### src/hdl/mtm_pkg.sv
// shared types and constants for the message tag matching engine
package mtm_pkg;
  localparam int QueueDepth = 16;

  localparam logic       CMD_SEND    = 1'b0;
  localparam logic       CMD_RECV    = 1'b1;
  localparam logic [1:0] OUT_MATCHED = 2'd0;
  localparam logic [1:0] OUT_QUEUED  = 2'd1;
  localparam logic [1:0] OUT_FULL    = 2'd2;
  localparam logic [1:0] MODE_NONE   = 2'd3;
  localparam logic [1:0] MODE_IMM    = 2'd0;

  typedef struct packed {
    logic        command;
    logic [7:0]  source;
    logic        any_source;
    logic [15:0] tag;
    logic        any_tag;
    logic [7:0]  communicator;
    logic [15:0] length_bytes;
    logic [1:0]  send_mode;
    logic [7:0]  request_handle;
  } req_t;

  // one stored entry, used by both stores (flags unused for sends, mode for receives)
  typedef struct packed {
    logic [7:0]  source;
    logic        any_source;
    logic [15:0] tag;
    logic        any_tag;
    logic [7:0]  communicator;
    logic [15:0] length_bytes;
    logic [1:0]  mode;
    logic [7:0]  handle;
  } entry_t;
endpackage

### src/hdl/mtm_front.sv
// front end: takes commands, cleans up fields, and feeds a short queue
module mtm_front (
  input  logic          clk,
  input  logic          rst,
  input  logic          start,
  output logic          busy,
  input  mtm_pkg::req_t req,
  output logic          q_valid,
  output mtm_pkg::req_t q_req,
  input  logic          q_pop
);
  mtm_pkg::req_t slot [2];
  logic [1:0] fill;
  logic       rd_ptr, wr_ptr;
  logic       push;
  mtm_pkg::req_t clean;

  always_comb begin
    clean = req;
    if (req.command == mtm_pkg::CMD_SEND) begin
      clean.any_source = 1'b0;
      clean.any_tag    = 1'b0;
      if (req.send_mode == mtm_pkg::MODE_NONE) clean.send_mode = mtm_pkg::MODE_IMM;
    end
  end

  assign busy    = fill[1];
  assign push    = start && !busy;
  assign q_valid = fill != 2'd0;
  assign q_req   = slot[rd_ptr];

  always_ff @(posedge clk) begin
    if (push) slot[wr_ptr] <= clean;
    if (rst) begin
      fill <= 2'd0;
      rd_ptr <= 1'b0;
      wr_ptr <= 1'b0;
    end else begin
      if (push) wr_ptr <= ~wr_ptr;
      if (q_pop) rd_ptr <= ~rd_ptr;
      fill <= fill + {1'b0, push} - {1'b0, q_pop};
    end
  end
endmodule

### src/hdl/mtm_back.sv
// back end: sequential search of one store, removal by shifting, append
module mtm_back #(
  parameter int QUEUE_DEPTH = mtm_pkg::QueueDepth
) (
  input  logic          clk,
  input  logic          rst,
  input  logic          q_valid,
  input  mtm_pkg::req_t q_req,
  output logic          q_pop,
  output logic          done,
  output logic [1:0]    outcome,
  output logic [7:0]    matched_handle,
  output logic [7:0]    matched_source,
  output logic [15:0]   matched_tag,
  output logic [15:0]   copy_length,
  output logic          overflow,
  output logic [1:0]    matched_mode
);
  localparam int IW = (QUEUE_DEPTH > 1) ? $clog2(QUEUE_DEPTH) : 1;
  localparam int CW = $clog2(QUEUE_DEPTH + 1);
  localparam logic [CW-1:0] DEPTH_C = CW'(QUEUE_DEPTH);

  localparam logic [1:0] S_IDLE  = 2'd0;
  localparam logic [1:0] S_READ  = 2'd1;
  localparam logic [1:0] S_CHECK = 2'd2;
  localparam logic [1:0] S_SHIFT = 2'd3;

  mtm_pkg::entry_t pmem [QUEUE_DEPTH];
  mtm_pkg::entry_t umem [QUEUE_DEPTH];
  logic [CW-1:0] pcount, ucount;
  logic [1:0]    state;
  mtm_pkg::req_t cur;
  logic [CW-1:0] idx;
  mtm_pkg::entry_t rd;
  logic [CW-1:0] cnt;
  logic hit;

  assign cnt = cur.command ? ucount : pcount;

  always_comb begin
    if (cur.command == mtm_pkg::CMD_RECV)
      hit = (cur.any_source || cur.source == rd.source) &&
            (cur.any_tag || cur.tag == rd.tag) && cur.communicator == rd.communicator;
    else
      hit = (rd.any_source || rd.source == cur.source) &&
            (rd.any_tag || rd.tag == cur.tag) && rd.communicator == cur.communicator;
  end

  assign q_pop = (state == S_IDLE) && q_valid;

  always_ff @(posedge clk) begin
    // registered read port for the search
    rd   <= cur.command ? umem[idx[IW-1:0]] : pmem[idx[IW-1:0]];
    done <= 1'b0;
    if (rst) begin
      state <= S_IDLE;
      pcount <= '0;
      ucount <= '0;
    end else begin
      unique case (state)
        S_IDLE: begin
          if (q_valid) begin
            cur <= q_req;
            idx <= '0;
            state <= S_READ;
          end
        end
        S_READ: state <= S_CHECK;
        S_CHECK: begin
          if (idx < cnt && hit) begin
            done <= 1'b1;
            outcome <= mtm_pkg::OUT_MATCHED;
            matched_handle <= rd.handle;
            if (cur.command == mtm_pkg::CMD_SEND) begin
              matched_source <= cur.source;
              matched_tag    <= cur.tag;
              matched_mode   <= mtm_pkg::MODE_NONE;
              copy_length <= (cur.length_bytes < rd.length_bytes) ?
                             cur.length_bytes : rd.length_bytes;
              overflow <= rd.length_bytes < cur.length_bytes;
            end else begin
              matched_source <= rd.source;
              matched_tag    <= rd.tag;
              matched_mode   <= rd.mode;
              copy_length <= (rd.length_bytes < cur.length_bytes) ?
                             rd.length_bytes : cur.length_bytes;
              overflow <= cur.length_bytes < rd.length_bytes;
            end
            state <= S_SHIFT;
          end else if (idx < cnt) begin
            idx <= idx + 1'b1;
            state <= S_READ;
          end else begin
            done <= 1'b1;
            matched_handle <= '0;
            matched_source <= '0;
            matched_tag    <= '0;
            copy_length    <= '0;
            overflow       <= 1'b0;
            matched_mode   <= mtm_pkg::MODE_NONE;
            // a miss goes to the other store, or gives OUT_FULL when that store is full
            if (cur.command == mtm_pkg::CMD_SEND) begin
              if (ucount >= DEPTH_C) outcome <= mtm_pkg::OUT_FULL;
              else begin
                outcome <= mtm_pkg::OUT_QUEUED;
                umem[ucount[IW-1:0]] <= '{cur.source, 1'b0, cur.tag, 1'b0,
                  cur.communicator, cur.length_bytes, cur.send_mode, cur.request_handle};
                ucount <= ucount + 1'b1;
              end
            end else begin
              if (pcount >= DEPTH_C) outcome <= mtm_pkg::OUT_FULL;
              else begin
                outcome <= mtm_pkg::OUT_QUEUED;
                pmem[pcount[IW-1:0]] <= '{cur.source, cur.any_source, cur.tag,
                  cur.any_tag, cur.communicator, cur.length_bytes,
                  mtm_pkg::MODE_NONE, cur.request_handle};
                pcount <= pcount + 1'b1;
              end
            end
            state <= S_IDLE;
          end
        end
        S_SHIFT: begin
          // close the gap one entry per cycle
          if (idx + 1'b1 >= cnt) begin
            if (cur.command) ucount <= ucount - 1'b1;
            else pcount <= pcount - 1'b1;
            state <= S_IDLE;
          end else begin
            if (cur.command) umem[idx[IW-1:0]] <= umem[IW'(idx + 1'b1)];
            else pmem[idx[IW-1:0]] <= pmem[IW'(idx + 1'b1)];
            idx <= idx + 1'b1;
          end
        end
        default: state <= S_IDLE;
      endcase
    end
  end
endmodule

### src/hdl/message_tag_matching_engine.sv
// top level of the message tag matching engine
// a command waits in the front queue, then the back end reads and checks each stored entry
// in turn (every entry on a miss) before the registered done strobe
// a match then moves each later entry down by one place, closing the gap in the store
// one command at a time in the back end; it takes the next only once back in idle
// two commands can wait in the front queue; busy is high while it is full
// rst is synchronous and empties both stores and the queue; results cannot be stalled
module message_tag_matching_engine #(
  parameter int QUEUE_DEPTH = mtm_pkg::QueueDepth
) (
  input  logic        clk,
  input  logic        rst,
  input  logic        start,
  output logic        busy,
  input  logic        command,
  input  logic [7:0]  source,
  input  logic        any_source,
  input  logic [15:0] tag,
  input  logic        any_tag,
  input  logic [7:0]  communicator,
  input  logic [15:0] length_bytes,
  input  logic [1:0]  send_mode,
  input  logic [7:0]  request_handle,
  output logic        done,
  output logic [1:0]  outcome,
  output logic [7:0]  matched_handle,
  output logic [7:0]  matched_source,
  output logic [15:0] matched_tag,
  output logic [15:0] copy_length,
  output logic        overflow,
  output logic [1:0]  matched_mode
);
  mtm_pkg::req_t req, q_req;
  logic q_valid, q_pop;

  assign req = '{command, source, any_source, tag, any_tag, communicator,
                 length_bytes, send_mode, request_handle};

  mtm_front u_front (
    .clk, .rst, .start, .busy, .req, .q_valid, .q_req, .q_pop
  );

  mtm_back #(.QUEUE_DEPTH(QUEUE_DEPTH)) u_back (
    .clk, .rst, .q_valid, .q_req, .q_pop, .done, .outcome, .matched_handle,
    .matched_source, .matched_tag, .copy_length, .overflow, .matched_mode
  );
endmodule

### config.mk
export PLATFORM = sky130hd
export DESIGN_NAME = message_tag_matching_engine
export DESIGN_NICKNAME = d
export VERILOG_FILES = /design/src/hdl/mtm_pkg.sv /design/src/hdl/mtm_front.sv /design/src/hdl/mtm_back.sv /design/src/hdl/message_tag_matching_engine.sv
export SDC_FILE = /design/constraint.sdc
export NUM_CORES = 2
export LEC_CHECK = 0
export BUFFER_PORTS_ARGS = -buffer_cell sky130_fd_sc_hd__buf_2
export CORE_ASPECT_RATIO = 1.75
export CORE_UTILIZATION = 59
export CTS_BUF_LIST = sky130_fd_sc_hd__clkbuf_16
export DETAILED_ROUTE_END_ITERATION = 8
export PLACE_DENSITY_LB_ADDON = 0.3
export SYNTH_ARGS = -nofsm -noshare
export SYNTH_HDL_FRONTEND = slang
export SYNTH_HIERARCHICAL = 1
export SYNTH_SLANG_ARGS = --single-unit
### constraint.sdc
create_clock -name clk -period 16.5 [get_ports clk]
set_input_delay 1.65 -clock clk [delete_from_list [all_inputs] [get_ports clk]]
set_output_delay 1.65 -clock clk [all_outputs]
set_load 0.02 [all_outputs]
==> run summary <==
setup ws final - 10140 ps
# port buffers - 118
Main synth FF type - edfxtp_1
CTS tree - done
Synth Instances - 4579
grt total ovfl - 0
Pwr Total - 16700 uW
largest net degree at the start of global routing - 142
syn avg cell area - 22.0 sq um
DR vias/cell - 7.41
hold depth - 1
LEAKAGE - 0.0347 uW
antenna viol nets, final - 0
clk buf depth - 4
fmax - 157 MHz
WL/cell - 35.7 microns
TritonCTS Sinks - 2243
Synthesis Warnings - 6
Root Buffer - clkbuf_16
DR DRC count - 0
Worst setup SP type - register
postcts setup bufs - 0
syn nets - 4679
post-cts resize count - 0
Worst VDD drop - 128 uV
outcome - finished clean
max-cap violations - 0
Finished Cell Area - 0.110 sq mm
Final Hold Fails - 0
setup_tns - 0 ps
Period minus WS final - 6360 ps
R2R cell count - 8
Vert. Die Dim - 549 microns
WS Path Type - reg2reg
DR vias - 52300
period utilization - 38.5%
Final setup viols - 0
crit path max fanout - 104
initial antenna violation count - 22
GPL Wtd Cong - 0.873
Hold Crit Class - reg2reg
global-route wire length before repair - 364000 microns
clk_lat worst skew - 850 ps
vias in the first global route - 53600
Finished Core Util - 64.9%
Worst-Margin Slew - 1290 ps
FP Rows - 200
Area after DPL - 0.104 sq mm
initial core utilization - 59.5%
Post-DP HPWL - 141000 microns
Setup crit end kind - register
Synth cell types - 55
io pins - 119
Final nets - 4776
worst path arrival time - 6900 ps
Core Region - 0.170 sq mm
FF+latch count, synth - 2243
CTS buffer count - 199
Post-synth EDFFs - 2161
First DRT Iteration DRCs - 6401
Global Route Usage Sum - 29.5%
Detailed Route WL - 252000 microns
CTS H-tree lvls - 4
clk slew on worst S/H paths - 70 ps
final clock skew - 48.8 ps
total die area - 0.173 sq mm
Area Overhead vs Synth - 9.05%
Async SR Flop Fraction - 0%
Pins Over Slew Limit - 0
share of cells above drive strength 1 - 39.6%
Post-CTS Hold Buffers - 0
Fillers - 10900
Die W - 315 microns
post-synthesis sequential area ratio - 65.9%
first-pass iteration count of the detailed router - 6
Post-Place Worst Slack - 9870 ps
PwrDens - 152 mW/mm^2
synthesized cell area - 0.101 sq mm
critical path required time - 17040 ps
RSZ-0062 raised after global routing - no
max_slew headroom - 13.6%
routing by layer:
metal / GRT usage, % / part of all wire, % / vias to the layer above
met5: 0 / 0.031 / -
met4: 11.8 / 4.3 / 10
met3: 5.73 / 10 / 665
met2: 49.1 / 51 / 3591
met1: 38.4 / 34 / 27900
li1: - / - / 20100
Yosys cell counts (all sizes together) (34+ instances only):
library cell	n	area share, %
clkbuf	167	0.62
ha	34	0.42
edfxtp	2161	64
a21oi	41	0.20
mux4	1200	27
buf	158	0.88
inv	37	0.14
dfxtp	82	1.6
nand2	192	0.71
mux2	182	2.3
nor2	78	0.29
placed cells by master (no fill, tap or decap), drive strengths merged, types with 3 or more instances in the layout:
cell type,synthesis,routed
and3,10,10
o211a,3,3
ha,34,34
nor3,12,12
xor2,24,24
nor2,78,78
nor3b,4,4
a32oi,3,3
mux2,182,182
nor2b,9,9
mux2i,30,30
a22oi,3,3
inv,37,81
clkbuf,167,200
nand2,192,192
nand2b,6,6
diode,0,7
nand4,9,9
and2,6,6
bufinv,0,12
o211ai,3,3
nand3,25,25
or3,4,4
clkinvlp,0,6
mux4,1200,1200
buf,158,221
xnor2,20,20
o21ai,30,30
a21oi,41,41
clkinv,0,88
nor4,9,9
a31oi,9,9
edfxtp,2161,2161
a21o,6,6
dfxtp,82,82
cells by family after synthesis:
kind of cell / Yosys count / synth area share, %
flip-flops: 2243 / 65.9
multiplexers: 1412 / 29.3
AND/OR/NAND/NOR: 369 / 1.59
buffers and inverters: 362 / 1.64
AO/OA/AOI/OAI: 113 / 0.689
XOR/XNOR: 44 / 0.382
adder cells (fa/ha/maj): 36 / 0.461
registers in the layout, indices dropped and copies added (netlist names), named ones only:
register               cells
u_back/pmem              960
u_back/umem              960
u_front/slot             122
u_back/cur                61
u_back/rd                 60
u_back/copy_length        16
u_back/matched_tag        16
u_back/matched_handle      8
u_back/matched_source      8
u_back/idx                 5
u_back/pcount              5
u_back/ucount              5
u_back/matched_mode        2
u_back/outcome             2
u_back/state               2
u_front/fill               2
u_back/done                1
u_back/overflow            1
u_front/rd_ptr             1
u_front/wr_ptr             1
final cells by class:
class	count	area [sq um]	area share (%)
repair buffers	221	1500	1.36
flip-flops and latches	2243	66600	60.5
clock inverters	150	1020	0.925
inverters	37	141	0.128
well taps	2222	2780	2.53
clock buffers	200	5000	4.55
diodes	7	17.5	0.0159
multi-input cells	1974	33100	30.0
critical path, cell delays in order, from the launching register on:
cell and delay (ps):
edfxtp_1 550, ha_4 760, buf_12 690, buf_12 740
buf_4 830, buf_4 760, mux4_2 590, mux4_2 480
mux2_2 400
power by group:
part	internal, uW	leakage, uW	total [uW]	switching (uW)
sequential	6760	0.0203	7060	305
clock	2380	0.00311	4400	2010
combinational	2580	0.0112	5240	2660
final timing paths:
kind	slack (ps)	to	from
worst max register to register	10140	u_back/pmem[4][35]	u_back/idx[1]
worst max-delay path	10140	u_back/pmem[4][35]	u_back/idx[1]
worst min-delay path	490	u_back/matched_mode[1]	u_back/rd[9]
worst min register to register	490	u_back/matched_mode[1]	u_back/rd[9]
through the flow:
| stage | hold slack (ps) | cells |
|---|---|---|
| after floorplan | 466 | 4579 |
| after global placement | 473 | 6697 |
| after detailed placement | 486 | 6697 |
| after CTS | 495 | 7047 |
| after global routing | 515 | 7049 |
| final | 490 | 7054 |
Note: power is estimated with default switching activity, not from simulation.
